--- config.mk ---
export PLATFORM = sky130hd
export DESIGN_NAME = handshaked_serial_byte_sender_core
export DESIGN_NICKNAME = d
export VERILOG_FILES = /design/src/sv/sbs_pkg.sv /design/src/sv/sbs_store.sv /design/src/sv/sbs_seq.sv /design/src/sv/handshaked_serial_byte_sender_core.sv
export VERILOG_INCLUDE_DIRS = /design/src /design/src/sv
export SDC_FILE = /design/constraint.sdc
export NUM_CORES = 1
export LEC_CHECK = 0
export ABC_AREA = 1
export ABC_CLOCK_PERIOD_IN_PS = 10400
export BUFFER_PORTS_ARGS = -buffer_cell sky130_fd_sc_hd__buf_2
export CAP_MARGIN = 30
export CORE_MARGIN = 2
export CORE_UTILIZATION = 42
export CTS_BUF_LIST = sky130_fd_sc_hd__clkbuf_8
export DETAILED_ROUTE_END_ITERATION = 8
export GPL_TIMING_DRIVEN = 1
export REMOVE_ABC_BUFFERS = 1
export SLEW_MARGIN = 20
export SYNTH_ARGS = -nofsm -noshare
export SYNTH_HDL_FRONTEND = slang
export SYNTH_SLANG_ARGS = --single-unit
--- constraint.sdc ---
create_clock -name clk -period 10.4 [get_ports clk]
set_input_delay 2.08 -clock clk [delete_from_list [all_inputs] [get_ports clk]]
set_output_delay 2.08 -clock clk [all_outputs]
set_load 0.02 [all_outputs]
--- src/sv/handshaked_serial_byte_sender_core_assert.svh ---
// Assertion macros used by the serial byte sender core.
`ifndef HANDSHAKED_SERIAL_BYTE_SENDER_CORE_ASSERT_SVH
`define HANDSHAKED_SERIAL_BYTE_SENDER_CORE_ASSERT_SVH

// Same-cycle implication, checked at every clock edge outside reset.
`define SBS_ASSERT_NOW(label, ante, cons, msg) \
  label: assert property (@(posedge clk) disable iff (!rst_n) (ante) |-> (cons)) \
    else $error(msg);

// Next-cycle implication, checked at every clock edge outside reset.
`define SBS_ASSERT_NEXT(label, ante, cons, msg) \
  label: assert property (@(posedge clk) disable iff (!rst_n) (ante) |=> (cons)) \
    else $error(msg);

`endif

--- src/sv/sbs_pkg.sv ---
// Shared types and constants of the serial byte sender.
package sbs_pkg;

  // Buffer geometry
  localparam int MSG_DEPTH = 16;
  localparam int IDX_W     = $clog2(MSG_DEPTH);
  localparam int POS_W     = $clog2(MSG_DEPTH + 1);
  localparam int BITS_PER_BYTE = 8;
  localparam int BIT_W     = $clog2(BITS_PER_BYTE);

  // Request commands
  localparam logic [1:0] CMD_TICK  = 2'd0;
  localparam logic [1:0] CMD_LOAD  = 2'd1;
  localparam logic [1:0] CMD_START = 2'd2;

  // Configuration register indexes
  localparam logic [1:0] REG_WAIT_TIMEOUT = 2'd0;
  localparam logic [1:0] REG_START_PAUSE  = 2'd1;
  localparam logic [1:0] REG_BIT_HOLD     = 2'd2;
  localparam logic [1:0] REG_BYTE_GAP     = 2'd3;

  // Configuration reset values
  localparam logic [15:0] WAIT_TIMEOUT_RST = 16'd10000;
  localparam logic [15:0] START_PAUSE_RST  = 16'd50;
  localparam logic [15:0] BIT_HOLD_RST     = 16'd10;
  localparam logic [15:0] BYTE_GAP_RST     = 16'd20;

  // Result codes
  typedef enum logic [1:0] {
    ST_OK          = 2'd0,
    ST_ACT_TIMEOUT = 2'd1,
    ST_CLK_TIMEOUT = 2'd2
  } status_t;

  // Sequencer phases
  typedef enum logic [2:0] {
    PH_IDLE     = 3'd0,
    PH_WAIT_ACT = 3'd1,
    PH_WAIT_CLK = 3'd2,
    PH_START    = 3'd3,
    PH_BIT_HIGH = 3'd4,
    PH_BIT_LOW  = 3'd5,
    PH_BYTE     = 3'd6
  } phase_t;

  // Input request payload
  typedef struct packed {
    logic [1:0] command;
    logic [3:0] buffer_index;
    logic [7:0] message_byte;
    logic       act_level;
    logic       clk_level;
  } in_item_t;

  // Result payload
  typedef struct packed {
    logic       dat_level;
    logic       dat_enable;
    logic       act_enable;
    logic       clk_level_res;
    logic       clk_enable;
    logic       busy_res;
    logic       done_res;
    logic [1:0] status;
  } out_item_t;

  // Timing registers
  typedef struct packed {
    logic [15:0] wait_timeout;
    logic [15:0] start_pause;
    logic [15:0] bit_hold;
    logic [15:0] byte_gap;
  } cfg_t;

  // Buffer write request from the sequencer side
  typedef struct packed {
    logic                 en;
    logic [IDX_W-1:0]     addr;
    logic [7:0]           data;
  } store_wr_t;

endpackage

--- src/sv/sbs_store.sv ---
// Message buffer: register file with write-through forwarding on both reads.
module sbs_store (
  input  logic                        clk,
  input  sbs_pkg::store_wr_t          wr,
  input  logic [sbs_pkg::IDX_W-1:0]   rd_addr,
  output logic [7:0]                  rd_byte,
  output logic [7:0]                  head_byte
);

  logic [7:0] mem_r [sbs_pkg::MSG_DEPTH];

  // Write port, no reset: entries are undefined until loaded
  always_ff @(posedge clk) begin
    if (wr.en) begin
      mem_r[wr.addr] <= wr.data;
    end
  end

  // A load in the same tick is seen by the reads
  always_comb begin
    rd_byte   = (wr.en && wr.addr == rd_addr) ? wr.data : mem_r[rd_addr];
    head_byte = (wr.en && wr.addr == '0) ? wr.data : mem_r[0];
  end

endmodule

--- src/sv/sbs_seq.sv ---
// Pin sequencer: phase machine, counters and line drive for one tick per request.
module sbs_seq (
  input  logic                        clk,
  input  logic                        rst_n,
  input  logic                        step,
  input  sbs_pkg::in_item_t           item,
  input  sbs_pkg::cfg_t               cfg,
  input  logic [7:0]                  rd_byte,
  input  logic [7:0]                  head_byte,
  output sbs_pkg::store_wr_t          wr,
  output logic [sbs_pkg::IDX_W-1:0]   rd_addr,
  output sbs_pkg::out_item_t          result
);

  sbs_pkg::phase_t                   phase_r, phase_nxt;
  logic [sbs_pkg::POS_W-1:0]         pos_r, pos_nxt;
  logic [sbs_pkg::POS_W-1:0]         len_r, len_nxt;
  logic [sbs_pkg::BIT_W-1:0]         bit_r, bit_nxt;
  logic [15:0]                       wc_r, wc_nxt;
  sbs_pkg::status_t                  status_r, status_nxt;
  logic                              done;
  logic [15:0]                       wc_inc;
  logic [sbs_pkg::POS_W-1:0]         pos_inc;
  logic                              pos_in_range;
  logic                              cur_bit;

  assign wc_inc  = wc_r + 16'd1;
  assign pos_inc = pos_r + sbs_pkg::POS_W'(1);

  // Buffer load, ignored past the depth
  always_comb begin
    wr.en   = step && item.command == sbs_pkg::CMD_LOAD &&
              32'(item.buffer_index) < sbs_pkg::MSG_DEPTH;
    wr.addr = sbs_pkg::IDX_W'(item.buffer_index);
    wr.data = item.message_byte;
  end

  // Next-state logic
  always_comb begin
    phase_nxt  = phase_r;
    pos_nxt    = pos_r;
    len_nxt    = len_r;
    bit_nxt    = bit_r;
    wc_nxt     = wc_r;
    status_nxt = status_r;
    done       = 1'b0;

    unique case (phase_r)
      sbs_pkg::PH_IDLE: begin
        if (item.command == sbs_pkg::CMD_START) begin
          len_nxt    = (32'(head_byte) > sbs_pkg::MSG_DEPTH) ?
                       sbs_pkg::POS_W'(sbs_pkg::MSG_DEPTH) : sbs_pkg::POS_W'(head_byte);
          pos_nxt    = '0;
          bit_nxt    = '0;
          wc_nxt     = '0;
          status_nxt = sbs_pkg::ST_OK;
          phase_nxt  = sbs_pkg::PH_WAIT_ACT;
        end
      end
      sbs_pkg::PH_WAIT_ACT: begin
        if (item.act_level) begin
          wc_nxt    = '0;
          phase_nxt = sbs_pkg::PH_WAIT_CLK;
        end else begin
          wc_nxt = wc_inc;
          if (wc_inc >= cfg.wait_timeout) begin
            status_nxt = sbs_pkg::ST_ACT_TIMEOUT;
            done       = 1'b1;
          end
        end
      end
      sbs_pkg::PH_WAIT_CLK: begin
        if (!item.clk_level) begin
          wc_nxt    = '0;
          phase_nxt = sbs_pkg::PH_START;
        end else begin
          wc_nxt = wc_inc;
          if (wc_inc >= cfg.wait_timeout) begin
            status_nxt = sbs_pkg::ST_CLK_TIMEOUT;
            done       = 1'b1;
          end
        end
      end
      sbs_pkg::PH_START: begin
        if (wc_r < cfg.start_pause) begin
          wc_nxt = wc_inc;
        end else begin
          wc_nxt = '0;
          if (len_r == '0) begin
            done = 1'b1;
          end else begin
            phase_nxt = sbs_pkg::PH_BIT_HIGH;
          end
        end
      end
      sbs_pkg::PH_BIT_HIGH: begin
        if (wc_r < cfg.bit_hold) begin
          wc_nxt = wc_inc;
        end else begin
          wc_nxt    = '0;
          phase_nxt = sbs_pkg::PH_BIT_LOW;
        end
      end
      sbs_pkg::PH_BIT_LOW: begin
        if (wc_r < cfg.bit_hold) begin
          wc_nxt = wc_inc;
        end else begin
          wc_nxt = '0;
          if (bit_r != '1) begin
            bit_nxt   = bit_r + sbs_pkg::BIT_W'(1);
            phase_nxt = sbs_pkg::PH_BIT_HIGH;
          end else begin
            phase_nxt = sbs_pkg::PH_BYTE;
          end
        end
      end
      sbs_pkg::PH_BYTE: begin
        if (wc_r < cfg.byte_gap) begin
          wc_nxt = wc_inc;
        end else begin
          wc_nxt  = '0;
          pos_nxt = pos_inc;
          if (pos_inc < len_r) begin
            bit_nxt   = '0;
            phase_nxt = sbs_pkg::PH_BIT_HIGH;
          end else begin
            done = 1'b1;
          end
        end
      end
      default: begin
        phase_nxt = sbs_pkg::PH_IDLE;
      end
    endcase

    // Finish or abort returns the phase to idle and clears the counters
    if (done) begin
      phase_nxt = sbs_pkg::PH_IDLE;
      wc_nxt    = '0;
      pos_nxt   = '0;
      bit_nxt   = '0;
    end
  end

  // Bit on the data line comes from the updated position
  assign rd_addr      = sbs_pkg::IDX_W'(pos_nxt);
  assign pos_in_range = 32'(pos_nxt) < sbs_pkg::MSG_DEPTH;
  assign cur_bit      = pos_in_range & rd_byte[bit_nxt];

  // Line drive from the updated phase
  always_comb begin
    result          = '0;
    result.busy_res = phase_nxt != sbs_pkg::PH_IDLE;
    result.done_res = done;
    result.status   = status_nxt;
    unique case (phase_nxt)
      sbs_pkg::PH_WAIT_CLK: begin
        result.dat_enable = 1'b1;
        result.act_enable = 1'b1;
      end
      sbs_pkg::PH_START: begin
        result.dat_level  = 1'b1;
        result.dat_enable = 1'b1;
        result.act_enable = 1'b1;
      end
      sbs_pkg::PH_BIT_HIGH, sbs_pkg::PH_BYTE: begin
        result.dat_level     = cur_bit;
        result.dat_enable    = 1'b1;
        result.act_enable    = 1'b1;
        result.clk_level_res = 1'b1;
        result.clk_enable    = 1'b1;
      end
      sbs_pkg::PH_BIT_LOW: begin
        result.dat_level  = cur_bit;
        result.dat_enable = 1'b1;
        result.act_enable = 1'b1;
        result.clk_enable = 1'b1;
      end
      default: begin
      end
    endcase
  end

  // State registers advance once per request
  always_ff @(posedge clk) begin
    if (!rst_n) begin
      phase_r  <= sbs_pkg::PH_IDLE;
      pos_r    <= '0;
      len_r    <= '0;
      bit_r    <= '0;
      wc_r     <= '0;
      status_r <= sbs_pkg::ST_OK;
    end else if (step) begin
      phase_r  <= phase_nxt;
      pos_r    <= pos_nxt;
      len_r    <= len_nxt;
      bit_r    <= bit_nxt;
      wc_r     <= wc_nxt;
      status_r <= status_nxt;
    end
  end

endmodule

--- src/sv/handshaked_serial_byte_sender_core.sv ---
// A request waits in the input register, its result in the result register until taken.
// Throughput: one request per cycle unless stalled; sequencer state advances once per request.
// The input register refills while a finished result waits in the result register.
// Reset (rst_n low, synchronous): sequencer idle, counters and status zero, both
// registers empty, timing registers at defaults; buffer contents are not cleared.
`include "handshaked_serial_byte_sender_core_assert.svh"

// Top level: request/result registers, timing registers, sequencer and buffer.
module handshaked_serial_byte_sender_core (
  input  logic                clk,
  input  logic                rst_n,
  input  logic                in_valid,
  output logic                in_stall,
  input  sbs_pkg::in_item_t   in_data,
  output logic                out_valid,
  input  logic                out_stall,
  output sbs_pkg::out_item_t  out_data,
  input  logic                cfg_we,
  input  logic [1:0]          cfg_index,
  input  logic [15:0]         cfg_wdata
);

  logic                             in_valid_r;
  sbs_pkg::in_item_t                in_data_r;
  logic                             out_valid_r;
  sbs_pkg::out_item_t               out_data_r;
  sbs_pkg::cfg_t                    cfg_r;
  logic                             advance;
  logic                             take;
  sbs_pkg::store_wr_t               wr;
  logic [sbs_pkg::IDX_W-1:0]        rd_addr;
  logic [7:0]                       rd_byte;
  logic [7:0]                       head_byte;
  sbs_pkg::out_item_t               result;
  sbs_pkg::out_item_t               offered;

  // Handshake control
  assign advance   = in_valid_r && (!out_valid_r || !out_stall);
  assign in_stall  = in_valid_r && !advance;
  assign take      = in_valid && !in_stall;
  assign out_valid = out_valid_r;
  assign out_data  = out_data_r;

  // Input register
  always_ff @(posedge clk) begin
    if (!rst_n) begin
      in_valid_r <= 1'b0;
    end else if (take) begin
      in_valid_r <= 1'b1;
    end else if (advance) begin
      in_valid_r <= 1'b0;
    end
  end

  always_ff @(posedge clk) begin
    if (take) begin
      in_data_r <= in_data;
    end
  end

  // Result register
  always_ff @(posedge clk) begin
    if (!rst_n) begin
      out_valid_r <= 1'b0;
    end else if (advance) begin
      out_valid_r <= 1'b1;
    end else if (!out_stall) begin
      out_valid_r <= 1'b0;
    end
  end

  always_ff @(posedge clk) begin
    if (advance) begin
      out_data_r <= result;
    end
  end

  // Timing registers
  always_ff @(posedge clk) begin
    if (!rst_n) begin
      cfg_r.wait_timeout <= sbs_pkg::WAIT_TIMEOUT_RST;
      cfg_r.start_pause  <= sbs_pkg::START_PAUSE_RST;
      cfg_r.bit_hold     <= sbs_pkg::BIT_HOLD_RST;
      cfg_r.byte_gap     <= sbs_pkg::BYTE_GAP_RST;
    end else if (cfg_we) begin
      unique case (cfg_index)
        sbs_pkg::REG_WAIT_TIMEOUT: cfg_r.wait_timeout <= cfg_wdata;
        sbs_pkg::REG_START_PAUSE:  cfg_r.start_pause  <= cfg_wdata;
        sbs_pkg::REG_BIT_HOLD:     cfg_r.bit_hold     <= cfg_wdata;
        sbs_pkg::REG_BYTE_GAP:     cfg_r.byte_gap     <= cfg_wdata;
        default: begin
        end
      endcase
    end
  end

  sbs_seq u_seq (
    .clk       (clk),
    .rst_n     (rst_n),
    .step      (advance),
    .item      (in_data_r),
    .cfg       (cfg_r),
    .rd_byte   (rd_byte),
    .head_byte (head_byte),
    .wr        (wr),
    .rd_addr   (rd_addr),
    .result    (result)
  );

  sbs_store u_store (
    .clk       (clk),
    .wr        (wr),
    .rd_addr   (rd_addr),
    .rd_byte   (rd_byte),
    .head_byte (head_byte)
  );

  // Result fields only while a result is offered
  assign offered = out_valid_r ? out_data_r : '0;

  // A moved request always lands in the result register
  `SBS_ASSERT_NEXT(a_advance_fills, advance, out_valid_r, "request lost between registers")
  // A finishing tick is never also busy
  `SBS_ASSERT_NOW(a_done_not_busy, offered.done_res, !offered.busy_res, "done while busy")
  // Clock is only driven with data and activity driven
  `SBS_ASSERT_NOW(a_clk_drive, offered.clk_enable, offered.dat_enable && offered.act_enable, "clock driven alone")
  // A send in progress always reports a clean status
  `SBS_ASSERT_NOW(a_busy_status, offered.busy_res, offered.status == sbs_pkg::ST_OK, "busy with error")

endmodule
Word-level counts from Yosys, hierarchy flattened
Memory sizes are Yosys's and may differ from the RTL's. Index checks and enable logic that the tools add are counted.

Multiply operators: 0. Shift operators: 0. Div/mod/pow operators: 0. Equality and inequality tests: 20. Bitwise operators: 1. Magnitude comparators: 8. $add $sub $neg: 3. Multiplexer cells: 60. Reductions and logical operators: 28.

Operators with widths (number): two-way mux 16 bit (7); one-hot mux 16 bit (6 select lines) (1); < comparator 16 bit (3); two-way mux 3 bit (16); one-hot mux 3 bit (7 select lines) (1); two-way mux 5 bit (4); == test 3 bit, second input constant (6); adder 16 x 1 -> 16 bit, second input constant (1); greater-or-equal comparator 16 bit (1); two-way mux 1 bit (16); two-way mux 8 bit (2); two-way mux 2 bit (7); == test 3 x 2 -> 1 bit, second input constant (4); one-hot mux 5 bit (2 select lines) (1); one-hot mux 3 bit (3 select lines) (1); > comparator 8 x 5 -> 1 bit, second input constant (1); AND reduction 2 bit (4); nonzero test 7 bit (1); == test 2 bit, second input constant (3); logical AND 1 bit (6); one-hot mux 2 bit (3 select lines) (1); AND reduction 3 bit (2); adder 5 x 1 -> 5 bit, second input constant (1); logical NOT 5 bit (1); 24 further kinds (29).

Bits in writable memories: 128. Memories: 1. Register bits after elaboration: 125. Bits in read-only memories: 0. Output and inout bits: 11. Logic and storage cells: 146. Bits in latches: 0.

Memories: u_store.mem_r (depth 16, bits a word 8, rd ports 2, clocked after Yosys merged registers in 0, wr ports 1, line sbs_store.sv:10) `logic [7:0] mem_r [sbs_pkg::MSG_DEPTH];`.

Longest topological paths before layout
Depth in word-level cells: 13. Gate-level depth with buffers: 33. Mapped depth without buffers: 32.

Hierarchy
A second synthesis with hierarchy kept.

Cells, all modules: 1689. Area total of the unflattened synthesis: 13574.3 µm².

By module, submodules not included: sbs_store (area each 5853.1 µm², cells an instance 599, times used 1); sbs_seq (area each 4276.6 µm², cells an instance 658, times used 1); handshaked_serial_byte_sender_core (area each 3444.6 µm², cells an instance 432, times used 1).

Worst setup path before layout
OpenSTA, ideal clock, no wires.

Path type: input port to output port. Start point: input out_stall. End point: output in_stall. Cell stages on the path: 2. Required time: 8320 ps. Data arrival time: 2472 ps. Buffers on the path: 0. Setup slack: 5848 ps. Cell sequence: nand2_1 -> nor2_1.

Word-level cells in the longest chain between the ends: 5.

RTL lines: from (decl) (line handshaked_serial_byte_sender_core.sv:16) `input logic out_stall,`; logical NOT 1 bit; logical OR 1 bit (line handshaked_serial_byte_sender_core.sv:38) `assign advance = in_valid_r && (!out_valid_r || !out_stall);`; logical AND 1 bit (line handshaked_serial_byte_sender_core.sv:38); logical NOT 1 bit (line handshaked_serial_byte_sender_core.sv:39) `assign in_stall = in_valid_r && !advance;`; logical AND 1 bit (line handshaked_serial_byte_sender_core.sv:39); to (decl) (line handshaked_serial_byte_sender_core.sv:13) `output logic in_stall,`.

Every way passes these cells.

==> metrics.yaml <==
hold_violations: 0
ctsResizeCount: 0
final_util_pct: 47.1
routed-via-count: 9555
antenna_cells: 0
drv_slew: 0
synth_area_mm2: 0.0125
gp_congestion: 0.860
grt_pass1_wl_um: 48800
p_leak_nw: 5.80
h-tree-depth: 2
fp.dieArea_mm2: 0.0311
rows: 63
cp.depth: 29
reg2reg_depth: 29
rsz0062_at_grt: "false"
synthMostInstantiatedCell: "nand2_1"
coreArea_mm2: 0.0295
vias_per_cell: 5.14
fillers: 2860
cts_tree: "yes"
yosysUniqueCellTypes: 49
cts_hold_buf: 0
firstDrtPassIters: 6
syn2layout_area_growth_pct: 11.1
clk_pin_slew_worst_paths_ns: 0.06
max_slew_margin_pct: 40.3
skew_ns: 0.0165
ys_seq_area_share_pct: 52.6
status: "finished, final reports clean"
worstMarginPinSlew_ns: 0.895
regArea_mm2: 0.00657
ys_seq_elements: 252
wl_per_cell_um: 16.4
synth-edff-count: 152
period_needed_ns: 5.58
cts_setup_buffers: 0
async_reset_ff_share_pct: 0
place_area_mm2: 0.0130
max_freq_ghz: 0.179
worstHoldStart: "cfg_r[43]$_SDFFE_PN0P_"
fin_cells: 1859
drive_gt1_share_pct: 11.5
synth_area_leaders: "edfxtp_1, dfxtp_1, nand2_1"
whs_path_depth: 2
nNetsFinal: 1544
grt_use_total_pct: 20.0
max_stage_delay_ns: 0.53
cpMaxStageDelayCell: "nand2_4"
syn_inst: 1385
critical_path_arrival_ns: 5.89
crit_path_start_kind: "register"
min_path_type: "register to register"
first_global_vias: 9078
critical_path.n_buffers_inverters: 1
syn_avg_cell_area_um2: 9.02
fin_tns_setup_ns: 0
ys_warn_count: 0
multi_input_area_mm2: 0.00499
crit_fanout: 67
yosys_most_used_dff: "edfxtp_1"
die_w_um: 176
numCtsBuffers: 43
regToRegEndpoint: "out_data[8]$_DFFE_PP_"
grt-ovfl-total: 0
end_kind: "register"
crit_top_cell: "nand2_1"
peakVddDrop_mv: 0.0961
hold_end: "cfg_r[43]$_SDFFE_PN0P_"
grt_max_degree: 76
postLayoutSetupSlackWorst_ns: 4.82
clk_latency_ns: 0.56
dp_cells: 1780
drt_iter0_drc: 675
io_buffers: 49
powerDensity_mw_per_mm2: 158
yosysTopAreaCellShare_pct: 36.5
ant_nets: 0
grt_antenna_before_repair: 0
r2r_slack_ns: 4.82
cts-root-buf: "clkbuf_8"
cap_violations: 0
postRouteWirelength_um: 30500
cp_top_family: "simple AND/OR/NAND/NOR gates"
clockBufferDepth: 3
worstSetupPathType: "register to register"
stdcell_area_mm2: 0.0139
place_ws_ns: 4.89
drc: 0
post-synth-top-area-cell: "edfxtp_1"
synth_commonest_cells: "nand2_1, nand3_1, inv_1, edfxtp_1, a21oi_1"
hpwlAfterDp_um: 20800
period_share_pct: 53.7
io-pin-count: 50
required_ns: 10.71
fp.dieH_um: 176
setup_viol: 0
r2r-start: "u_seq.wc_r[2]$_SDFFE_PN0P_"
cts.sinks: 252
start_util_pct: 42.4
[flip-flops by register name, indices dropped and copies added (netlist names)]
register,cells
cfg_r,64
in_data_r,16
in_valid_r,1
out_data,8
out_valid,1
u_seq.bit_r,3
u_seq.len_r,5
u_seq.phase_r,3
u_seq.pos_r,5
u_seq.status_r,2
u_seq.wc_r,16
u_store.mem_r,128
[how the worst max path moves through the flow]
stage / startpoint / end / slack [ns]
global placement: u_seq.wc_r[2]$_SDFFE_PN0P_ / out_data[8]$_DFFE_PP_ / 4.95
global route: u_seq.wc_r[2]$_SDFFE_PN0P_ / out_data[8]$_DFFE_PP_ / 4.24
detailed placement: u_seq.wc_r[2]$_SDFFE_PN0P_ / out_data[8]$_DFFE_PP_ / 4.89
CTS: u_seq.wc_r[2]$_SDFFE_PN0P_ / out_data[8]$_DFFE_PP_ / 4.87
floorplan: out_stall / u_seq.len_r[0]$_SDFFE_PN0P_ / 5.72
finish: u_seq.wc_r[2]$_SDFFE_PN0P_ / out_data[8]$_DFFE_PP_ / 4.82
[cell type report]
| cell class | count | area share (%) |
|---|---|---|
| Clock inverter | 31 | 1.37 |
| Multi-Input combinational cell | 909 | 36.0 |
| Inverter | 173 | 4.72 |
| Timing Repair Buffer | 58 | 2.49 |
| Sequential cell | 252 | 47.3 |
| Clock buffer | 46 | 4.56 |
| Tap cell | 390 | 3.52 |
[layout by cell type (no fill, tap or decap), types with 11 or more instances in the layout]
cell	instances
nand2_1	288
o21ai_0	88
clkinv_1	13
nor3_1	15
ha_1	68
dfxtp_1	100
buf_2	49
a21oi_1	123
inv_2	11
nor2_1	53
inv_1	172
clkbuf_8	46
edfxtp_1	152
nand3_1	173
o211ai_1	12
[worst reg2reg max path, delay by kind of cell, from the launching register on]
| family | cells | cell delay (ns) |
|---|---|---|
| fa+ha+maj | 1 | 0.28 |
| compound gates | 3 | 0.35 |
| simple gates | 23 | 3.98 |
| flops | 1 | 0.46 |
| buf+inv | 1 | 0.06 |
| xor+xnor | 1 | 0.21 |
[logic make-up after synthesis]
family,after synthesis,share of synthesized area [%]
xor gates and xnor gates,13,0.912
AOI/OAI and AO/OA,245,10.7
buffers and inverters,224,7.43
adders and majority gates,68,6.81
and+or+nand+nor,583,21.5
DFF,252,52.6
[stage by stage]
step	hold WS, ns	power, W
floorplan	0.424	0.00126
global placement	0.448	0.00134
detailed placement	0.451	0.00134
CTS	0.458	0.00221
global route	0.477	0.00228
finish	0.459	0.00219
[layer usage]
layer,global-route usage [%],routed length (um)
met5,0,0
met4,5.06,491
met3,4.11,1790
met2,31.4,13500
met1,28.2,14700
[power breakdown]
group          switching (W)  internal (W)
registers          0.0000204       0.00108
clock network       0.000405      0.000460
logic               0.000150     0.0000688
Note: power is estimated with default switching activity, not from simulation.
